## src/hdl/aunp_pkg.sv

```systemverilog
// ----------------------------------------------------------------------------
// aunp_pkg: shared types and constants for the ARGB32 unpremultiply block
// Item formats between the front end, the queue and the divider back end.
// ----------------------------------------------------------------------------
package aunp_pkg;

	// channel and datapath widths
	localparam int unsigned CH_W    = 8;
	localparam int unsigned NUM_W   = 17;   // 510*c + a for c, a <= 255
	localparam int unsigned NCH     = 3;    // red, green, blue
	localparam int unsigned QUO_W   = 8;    // quotient bits, one per divider step
	localparam int unsigned CFG_IDX_W = 8;

	// color channel slots inside the arrays below
	localparam int unsigned CH_RED   = 2;
	localparam int unsigned CH_GREEN = 1;
	localparam int unsigned CH_BLUE  = 0;

	// configuration register indexes
	localparam logic [CFG_IDX_W-1:0] REG_SWAP_RED_BLUE = 8'd0;
	localparam logic [CFG_IDX_W-1:0] REG_FORCE_OPAQUE  = 8'd1;

	localparam logic [CH_W-1:0] CH_MAX = 8'hff;

	// configuration state
	typedef struct packed {
		logic swap_red_blue;
		logic force_opaque;
	} cfg_t;

	// classified pixel, front end to back end
	typedef struct packed {
		logic [CH_W-1:0]            alpha;
		logic                       end_of_run;
		logic                       zero_alpha;
		logic [NCH-1:0]             sat;
		logic [NCH-1:0][NUM_W-1:0]  num;
	} cls_t;

	// divider pipeline word
	typedef struct packed {
		logic [CH_W-1:0]            alpha;
		logic                       end_of_run;
		logic                       zero_alpha;
		logic [NCH-1:0]             sat;
		logic [NCH-1:0][NUM_W-1:0]  rem;
		logic [NCH-1:0][QUO_W-1:0]  quo;
	} div_t;

endpackage

```

## src/hdl/aunp_front.sv

```systemverilog
// ----------------------------------------------------------------------------
// aunp_front: input stage
// Takes a pixel, flags the transparent and saturating cases and forms the
// rounded-division numerators, then hands the item on to the queue.
// ----------------------------------------------------------------------------
module aunp_front (
	input  logic                clk,
	input  logic                arst_n,
	input  logic                push,
	output logic                full,
	input  logic [31:0]         pixel_in,
	input  logic                end_of_run,
	output logic                item_valid,
	input  logic                item_ready,
	output aunp_pkg::cls_t      item
);

	logic           v_s1;
	aunp_pkg::cls_t item_s1;
	aunp_pkg::cls_t cls;
	logic           take;
	logic [7:0]     a;
	logic [7:0]     c [0:2];

	assign full = v_s1 && !item_ready;
	assign take = push && !full;

	assign a    = pixel_in[31:24];
	assign c[aunp_pkg::CH_RED]   = pixel_in[23:16];
	assign c[aunp_pkg::CH_GREEN] = pixel_in[15:8];
	assign c[aunp_pkg::CH_BLUE]  = pixel_in[7:0];

	// classify: channel above alpha saturates, numerator = 510*c + a
	always_comb begin
		cls.alpha      = a;
		cls.end_of_run = end_of_run;
		cls.zero_alpha = (a == 8'd0);
		for (int i = 0; i < aunp_pkg::NCH; i++) begin
			cls.sat[i] = (c[i] > a);
			cls.num[i] = {c[i], 9'd0} - {8'd0, c[i], 1'b0} + {9'd0, a};
		end
	end

	// valid flag
	always_ff @(posedge clk or negedge arst_n) begin
		if (!arst_n) begin
			v_s1 <= 1'b0;
		end else if (!full) begin
			v_s1 <= push;
		end
	end

	// payload
	always_ff @(posedge clk) begin
		if (take) begin
			item_s1 <= cls;
		end
	end

	assign item_valid = v_s1;
	assign item       = item_s1;

endmodule

```

## src/hdl/aunp_fifo.sv

```systemverilog
// ----------------------------------------------------------------------------
// aunp_fifo: two-entry queue of classified pixels
// Lets the front end and the divider back end stall independently.
// ----------------------------------------------------------------------------
module aunp_fifo (
	input  logic            clk,
	input  logic            arst_n,
	input  logic            wr_valid,
	output logic            wr_ready,
	input  aunp_pkg::cls_t  wr_item,
	output logic            rd_valid,
	input  logic            rd_take,
	output aunp_pkg::cls_t  rd_item
);

	aunp_pkg::cls_t mem_q [0:1];
	logic           wr_ptr_q;
	logic           rd_ptr_q;
	logic [1:0]     count_q;
	logic           do_wr;
	logic           do_rd;

	assign wr_ready = (count_q != 2'd2);
	assign rd_valid = (count_q != 2'd0);
	assign do_wr    = wr_valid && wr_ready;
	assign do_rd    = rd_take && rd_valid;
	assign rd_item  = mem_q[rd_ptr_q];

	// pointers and fill count
	always_ff @(posedge clk or negedge arst_n) begin
		if (!arst_n) begin
			wr_ptr_q <= 1'b0;
			rd_ptr_q <= 1'b0;
			count_q  <= 2'd0;
		end else begin
			if (do_wr) wr_ptr_q <= !wr_ptr_q;
			if (do_rd) rd_ptr_q <= !rd_ptr_q;
			if (do_wr && !do_rd) begin
				count_q <= count_q + 2'd1;
			end else if (do_rd && !do_wr) begin
				count_q <= count_q - 2'd1;
			end
		end
	end

	// storage
	always_ff @(posedge clk) begin
		if (do_wr) begin
			mem_q[wr_ptr_q] <= wr_item;
		end
	end

endmodule

```

## src/hdl/aunp_back.sv

```systemverilog
// ----------------------------------------------------------------------------
// aunp_back: divider pipeline and result register
// Eight restoring-division steps, one quotient bit per step for all three
// channels, then saturation, alpha fixup and byte swap into the result.
// ----------------------------------------------------------------------------
module aunp_back (
	input  logic            clk,
	input  logic            arst_n,
	input  aunp_pkg::cfg_t  cfg,
	input  logic            item_valid,
	output logic            item_take,
	input  aunp_pkg::cls_t  item,
	output logic            empty,
	input  logic            pop,
	output logic [31:0]     pixel_out,
	output logic            end_of_run_out
);

	localparam int unsigned NSTG = aunp_pkg::QUO_W;

	aunp_pkg::div_t pipe_s [0:NSTG-1];
	logic [NSTG-1:0] pv_s;
	logic            out_valid_q;
	logic [31:0]     pixel_q;
	logic            eor_q;
	logic            advance;
	aunp_pkg::div_t  head;
	aunp_pkg::div_t  last;
	logic [7:0]      ch [0:2];
	logic [7:0]      alpha_o;

	// one restoring step: subtract (2a << k) when it fits, set quotient bit k
	function automatic aunp_pkg::div_t div_step(input aunp_pkg::div_t d,
	                                            input logic [2:0] k);
		aunp_pkg::div_t         r;
		logic [aunp_pkg::NUM_W-1:0] trial;
		r     = d;
		trial = {{(aunp_pkg::NUM_W-9){1'b0}}, d.alpha, 1'b0} << k;
		for (int i = 0; i < aunp_pkg::NCH; i++) begin
			if (d.rem[i] >= trial) begin
				r.rem[i]    = d.rem[i] - trial;
				r.quo[i][k] = 1'b1;
			end
		end
		return r;
	endfunction

	// whole pipeline moves when the result slot is free or being taken
	assign advance   = !out_valid_q || pop;
	assign item_take = advance;

	always_comb begin
		head.alpha      = item.alpha;
		head.end_of_run = item.end_of_run;
		head.zero_alpha = item.zero_alpha;
		head.sat        = item.sat;
		head.rem        = item.num;
		head.quo        = '0;
	end

	// stage valids and result valid
	always_ff @(posedge clk or negedge arst_n) begin
		if (!arst_n) begin
			pv_s        <= '0;
			out_valid_q <= 1'b0;
		end else if (advance) begin
			pv_s        <= {pv_s[NSTG-2:0], item_valid};
			out_valid_q <= pv_s[NSTG-1];
		end
	end

	// divider stages: stage 0 loads the numerators, stage j > 0 resolves quotient bit NSTG-j
	always_ff @(posedge clk) begin
		if (advance) begin
			pipe_s[0] <= head;
			for (int j = 1; j < NSTG; j++) begin
				pipe_s[j] <= div_step(pipe_s[j-1], 3'(NSTG - j));
			end
		end
	end

	// last step, then saturation and transparent override
	assign last = div_step(pipe_s[NSTG-1], 3'd0);

	always_comb begin
		for (int i = 0; i < aunp_pkg::NCH; i++) begin
			if (last.zero_alpha) begin
				ch[i] = 8'd0;
			end else if (last.sat[i]) begin
				ch[i] = aunp_pkg::CH_MAX;
			end else begin
				ch[i] = last.quo[i];
			end
		end
		alpha_o = cfg.force_opaque ? aunp_pkg::CH_MAX : last.alpha;
	end

	// result register
	always_ff @(posedge clk) begin
		if (advance) begin
			eor_q <= last.end_of_run;
			if (cfg.swap_red_blue) begin
				pixel_q <= {alpha_o, ch[aunp_pkg::CH_BLUE], ch[aunp_pkg::CH_GREEN],
				            ch[aunp_pkg::CH_RED]};
			end else begin
				pixel_q <= {alpha_o, ch[aunp_pkg::CH_RED], ch[aunp_pkg::CH_GREEN],
				            ch[aunp_pkg::CH_BLUE]};
			end
		end
	end

	assign empty          = !out_valid_q;
	assign pixel_out      = pixel_q;
	assign end_of_run_out = eor_q;

endmodule

```

## src/hdl/argb32_alpha_unpremultiply.sv

```systemverilog
// ----------------------------------------------------------------------------
// argb32_alpha_unpremultiply: premultiplied ARGB32 to straight ARGB32
// Converts one pixel per clock. Each color channel becomes c*255/a, rounded
// to nearest with ties up and saturated at 255; alpha 0 gives black, alpha
// 255 passes the color. Alpha can be forced to 255 and red/blue swapped.
//
// Throughput is one pixel per clock while pop keeps up. An accepted pixel
// first loads the input stage, then is written into the two-entry queue,
// then moves through the divider pipeline registers: the first only loads
// the numerators, and each later one resolves one quotient bit for all
// three channels. The last quotient bit is resolved ahead of the result
// register, which drives the result ports. Configuration writes are always
// accepted and take effect on the next result registered, so write them
// only while no item is in flight.
// ----------------------------------------------------------------------------
module argb32_alpha_unpremultiply (
	input  logic                               clk,
	input  logic                               arst_n,
	input  logic                               push,
	output logic                               full,
	input  logic [31:0]                        pixel_in,
	input  logic                               end_of_run,
	output logic                               empty,
	input  logic                               pop,
	output logic [31:0]                        pixel_out,
	output logic                               end_of_run_out,
	input  logic                               cfg_valid,
	output logic                               cfg_ready,
	input  logic [aunp_pkg::CFG_IDX_W-1:0]     cfg_index,
	input  logic                               cfg_data
);

	aunp_pkg::cfg_t cfg_q;
	aunp_pkg::cls_t front_item;
	aunp_pkg::cls_t back_item;
	logic           front_valid;
	logic           front_ready;
	logic           back_valid;
	logic           back_take;

	// configuration registers
	assign cfg_ready = 1'b1;

	always_ff @(posedge clk or negedge arst_n) begin
		if (!arst_n) begin
			cfg_q <= '0;
		end else if (cfg_valid) begin
			case (cfg_index)
				aunp_pkg::REG_SWAP_RED_BLUE: cfg_q.swap_red_blue <= cfg_data;
				aunp_pkg::REG_FORCE_OPAQUE:  cfg_q.force_opaque  <= cfg_data;
				default: ;
			endcase
		end
	end

	aunp_front u_front (
		.clk        (clk),
		.arst_n     (arst_n),
		.push       (push),
		.full       (full),
		.pixel_in   (pixel_in),
		.end_of_run (end_of_run),
		.item_valid (front_valid),
		.item_ready (front_ready),
		.item       (front_item)
	);

	aunp_fifo u_fifo (
		.clk      (clk),
		.arst_n   (arst_n),
		.wr_valid (front_valid),
		.wr_ready (front_ready),
		.wr_item  (front_item),
		.rd_valid (back_valid),
		.rd_take  (back_take),
		.rd_item  (back_item)
	);

	aunp_back u_back (
		.clk            (clk),
		.arst_n         (arst_n),
		.cfg            (cfg_q),
		.item_valid     (back_valid),
		.item_take      (back_take),
		.item           (back_item),
		.empty          (empty),
		.pop            (pop),
		.pixel_out      (pixel_out),
		.end_of_run_out (end_of_run_out)
	);

endmodule
```

## config.mk

```make
export PLATFORM = sky130hd
export DESIGN_NAME = argb32_alpha_unpremultiply
export DESIGN_NICKNAME = d
export VERILOG_FILES = /design/src/hdl/aunp_pkg.sv /design/src/hdl/aunp_front.sv /design/src/hdl/aunp_fifo.sv /design/src/hdl/aunp_back.sv /design/src/hdl/argb32_alpha_unpremultiply.sv
export SDC_FILE = /design/constraint.sdc
export NUM_CORES = 1
export LEC_CHECK = 0
export ABC_AREA = 1
export BUFFER_PORTS_ARGS = -buffer_cell sky130_fd_sc_hd__buf_2
export CORE_ASPECT_RATIO = 0.6
export CORE_MARGIN = 2
export CORE_UTILIZATION = 50
export DETAILED_ROUTE_END_ITERATION = 7
export PLACE_DENSITY = 0.66
export SLEW_MARGIN = 5
export SYNTH_ARGS = -nofsm -noshare
export SYNTH_HDL_FRONTEND = slang
export SYNTH_HIERARCHICAL = 1
export SYNTH_SLANG_ARGS = --single-unit
```

## constraint.sdc

```tcl
create_clock -name clk -period 48.5 [get_ports clk]
set_clock_uncertainty 0.05 [all_clocks]
set_input_delay 2.425 -clock clk [delete_from_list [all_inputs] [get_ports clk]]
set_output_delay 2.425 -clock clk [all_outputs]
set_load 0.02 [all_outputs]
```

---- Yosys cells after proc, flatten, opt, wreduce, memory -nomap -nowiden ----
Memory sizes are Yosys's and may differ from the RTL's.
Index checks and enable logic that the tools add are counted.
word-level totals
  register bits ........................... 113
  RAM bits ................................ 832
  input port bits ......................... 47
  output and inout port bits .............. 36
  logic and storage cells ................. 198
  memories ................................ 2
memories
  name           words  bits a word  read ports  clocked after Yosys merged registers in  write ports  RTL line         text
  u_back.pipe_s  8      88           8           0                                        8            aunp_back.sv:21  aunp_pkg::div_t pipe_s [0:NSTG-1];
  u_fifo.mem_q   2      64           1           0                                        1            aunp_fifo.sv:16  aunp_pkg::cls_t mem_q [0:1];
cells by class
  $add $sub $neg .......................... 29
  order comparisons ....................... 27
  equality and inequality tests ........... 2
  muxes and demuxes ....................... 101
  reduce and logical (&&, ||, !) cells .... 20
operator list
  operator            number
  $mux 17             42
  $mux 8              7
  $add 17x8->17       3
  $ge 17x10->1        3
  $ge 17x11->1        3
  $ge 17x12->1        3
  $ge 17x13->1        3
  $ge 17x14->1        3
  $ge 17x15->1        3
  $ge 17x16->1        3
  $ge 17x9->1         3
  $sub 17x10->17      3
  $sub 17x11->17      3
  $sub 17x12->17      3
  $sub 17x13->17      3
  $sub 17x14->17      3
  $sub 17x15->17      3
  $sub 17x16->17      3
  $sub 17x9->17       3
  $mux 1              49
  $gt 8x8->1          3
  $mux 24             1
  $logic_not 8->1     2
  $eq 8x1->1 const B  1
  9 further kinds     23

---- Depth between registers and ports, before layout ----
  depth after elaboration ................. 6
  depth in mapped cells ................... 13
  mapped depth without buffers ............ 13

---- Modules after synthesis ----
Netlist, hierarchy kept.
by module, submodules not included
  module                      instances  cells each  area each (µm²)  seq. area each (µm²)
  aunp_back                   1          4147        36035.8          19113.3
  aunp_fifo                   1          363         4872.2           3943.8
  aunp_front                  1          551         4423.0           1856.8
  argb32_alpha_unpremultiply  1          31          173.9            50.0

---- Least setup slack after synthesis ----
OpenSTA, ideal clock, no wires.
  kind .................................... input -> register
  start point ............................. in pop
  end point ............................... reg u_fifo.count_q[1]
  setup time .............................. 0.117 ns
  arrival time ............................ 22.163 ns
  data required time ...................... 48.333 ns
  slack ................................... 26.170 ns
  stages .................................. 9
  path buffers ............................ 2
  path through ............................ or2_2 > clkbuf_1 > clkbuf_1 > nand2_1 > ha_1 > inv_1 > nand3_1 > nand2_1 > nand2_1
between the ends
  word-level cells in the longest chain between the ends .. 5
  elaborated cells on any way between the ends .. 7
  classes of those cells .................. 1 x mux; 6 x reduce/logical
ends and longest elaborated chain
  element                                             RTL line                          text
  start: declaration                                  argb32_alpha_unpremultiply.sv:24  input logic pop,
  $logic_or 1x1->1 (*)                                aunp_back.sv:49                   assign advance = !out_valid_q || pop;
  net back_take                                       argb32_alpha_unpremultiply.sv:39  logic back_take;
  $logic_and 1x1->1 (*)                               aunp_fifo.sv:26                   assign do_rd = rd_take && rd_valid;
  $logic_not 1->1                                     aunp_fifo.sv:38                   if (do_wr && !do_rd) begin
  $logic_and 1x1->1                                   aunp_fifo.sv:38
  $mux 2 / $reduce_bool 2->1 (equally long branches)  -
  end signal: assignment                              aunp_fifo.sv:39                   count_q <= count_q + 2'd1;
  end signal: assignment                              aunp_fifo.sv:41                   count_q <= count_q - 2'd1;
  end: declaration                                    aunp_fifo.sv:19                   logic [1:0] count_q;
Mark *: on every way through the listed nets, which the timed path passes. The rest lies on a longest branch.
A chain may end at the register's enable or synchronous reset.

==> flow_metrics.tcl <==
set metrics [dict create \
    drv_cap 0 \
    fp.dieH_microns 238 \
    post_cts_buffers 0 \
    avgSynthCellArea_sq_um 8.94 \
    netlist.area_leader.share_pct 54.0 \
    slowest_delay_ps 870 \
    routabilityCongestion 0.971 \
    grt_pass1_vias 30932 \
    slew_viol_final 0 \
    root_buffer "clkbuf_16" \
    multi_input_area_sq_um 17300 \
    period_share_pct 11.7 \
    cts_htree_levels 3 \
    yosys.area.top_type "edfxtp_1" \
    fmax_ghz 0.177 \
    yosysMostFrequentCell "nand2_1" \
    top_usage_layer "met1" \
    dieArea_sq_um 93500 \
    setup_tns_ps 0 \
    slowest_stage "buf_4" \
    period_minus_slack_ps 5660 \
    worst_slew_pin_slew_ps 1250 \
    drive_gt1_share_pct 5.66 \
    arrival_ps 5870 \
    synth_edf_count 818 \
    dr.pass1.iters 6 \
    globalRouteMet1Util_pct 43.8 \
    required_ps 48720 \
    core-area_sq_um 90000 \
    worstSkewPairLatency_ps 680 \
    fp.dieW_microns 393 \
    synth_seq_cells 834 \
    initial_utilization_pct 50.6 \
    yosysWarnings 6 \
    setup_viol 0 \
    ys_seq_area_share_pct 54.9 \
    met3_usage_pct 8.03 \
    drtIter0Drc 4012 \
    area_delta_synth_final_pct 9.86 \
    clock_sinks 834 \
    synth.cell_area_sq_um 45500 \
    yosys-top-cells-area "edfxtp_1 (54%), nand2_1 (15%), ha_1 (6.6%)" \
    grt_util_met2_pct 29.2 \
    hp-class "reg -> reg" \
    slew_headroom_pct 15.6 \
    viasPerCell 5.25 \
    drt-total-wl_mm 116 \
    overflow 0 \
    grt_max_degree 165 \
    worstSetupStartpointType "primary input" \
    antenna_left 0 \
    num_rows 85 \
    vias 34149 \
    end_kind "register" \
    fillers 7984 \
    crit_family "buffers and inverters" \
    finalHoldViolations 0 \
    cp_num_buf_inv 4 \
    synthTopCellsByCount "nand2_1 (1866), edfxtp_1 (818), inv_1 (782), nor2_1 (401), nand3_1 (357)" \
    seq_area_sq_um 25000 \
    status "finished clean" \
    pin_count 83 \
    fin_nets 5532 \
    async_flop_share_pct 1.92 \
    antenna_found_initial 2 \
    cts_buffer_depth 3 \
    grt_pass1_wl_mm 181 \
    cts_buffers 78 \
    wl_per_cell_microns 17.8 \
    dp.final_hpwl_mm 90.5 \
    cts_hold_buf 0 \
    netlist-cell-type-count 46 \
    cpMostUsedCell "buf_4" \
    io_buffers 81 \
    post_cts_resized 0 \
    cts_tree "yes" \
    ys.flop_type "edfxtp_1" \
    critPathMaxFanout 164 \
    syn_nets 5401 \
    synthCells 5092 \
    drc 0 \
    grt_usage_pct 25.2 \
    rsz0062_at_grt "false" \
    clkTransAtPathRegs_ps 60 \
    path_cells "buf_2 > or2_4 > buf_4 > buf_12 > buf_4" \
    path_class "in -> reg" \
]
==> cell type report <==
type                            count  area share (%)
Inverter                          787            5.91
Clock buffer                       88            3.98
Clock inverter                     56            1.46
Timing Repair Buffer               93            1.02
Tap cell                         1218            3.05
Sequential cell                   834            49.9
Multi-Input combinational cell   3429            34.6
Antenna cell                        1         0.00501
==> through the flow <==
step	cells	utilization, %	hold slack (ps)	cell area [sq um]	worst slack, ps
6_report	6506	55.6	365	50000	42840
5_1_grt	6505	55.6	370	50000	42560
4_1_cts	6505	55.6	364	50000	42900
3_5_place_dp	6361	52.5	355	47300	42190
3_3_place_gp	6361	52.5	351	47300	42270
2_1_floorplan	5092	-	350	45500	26170
==> state kept, by name, summed over array words and instances, names as in the netlist <==
signal                 count
cfg_q                      2
u_front/item              61
u_front/item_valid         1
u_fifo/mem_q             128
u_fifo/rd_ptr_q            1
u_back/pv_s                8
u_fifo/wr_ptr_q            1
u_back/end_of_run_out      1
u_fifo/count_q             2
u_back/out_valid_q         1
u_back/pixel_out          32
u_back/pipe_s            596
==> cell families (layout without fill, tap and decap cells) <==
group,Yosys count,in the layout,share of synthesized area [%]
AOI/OAI and AO/OA,234,234,2.72
xor gates and xnor gates,110,110,2.12
adders and majority gates,262,262,7.55
buffers and inverters,829,1024,7.14
DFF,834,834,54.9
muxes,1,1,0.0247
other,1,2,0.00824
and+or+nand+nor,2821,2821,25.6
==> routing by layer <==
metal | share of wire, % | vias up
li1 | - | 16769
met3 | 13 | 97
met2 | 34 | 1371
met5 | 0 | -
met1 | 52 | 15912
met4 | 1.2 | 0
==> worst paths after layout <==
kind                       cells after the start  slack, ps                               to                       startpoint
setup / recovery                               5      42840  u_back/pipe_s[0][333]$_DFFE_PP_                              pop
hold / removal                                 0        370  u_back/pipe_s[1][270]$_DFFE_PP_  u_back/pipe_s[1][182]$_DFFE_PP_
setup reg to reg                               5      44240  u_back/pipe_s[0][333]$_DFFE_PP_   u_back/out_valid_q$_DFFE_PN0P_
hold reg to reg                                0        370  u_back/pipe_s[1][270]$_DFFE_PP_  u_back/pipe_s[1][182]$_DFFE_PP_
max in group asynchronous                      1      46510      u_fifo/rd_ptr_q$_DFFE_PN0P_                           arst_n
min in group asynchronous                      1       1610   u_front/item_valid$_DFFE_PN0N_                           arst_n
==> layout by cell type (no fill, tap or decap), drive strengths merged, types with 2 or more instances in the layout <==
cell type,synthesis,final
nand2,1882,1882
edfxtp,818,818
inv,787,791
nor2,421,421
nand3,370,370
ha,241,241
a21oi,131,131
o21ai,94,94
buf,37,93
clkbuf,5,88
xor2,81,81
nand4,74,74
nor3,38,38
clkinv,0,33
xnor2,29,29
nand3b,25,25
fa,21,21
dfrtp,16,16
bufinv,0,13
or2,7,7
clkinvlp,0,6
o21bai,3,3
nor4,2,2
o21a,2,2
a21boi,2,2
Power is not shown: default switching activity piles up to over one toggle a cycle in this logic, so the estimate is an artifact.
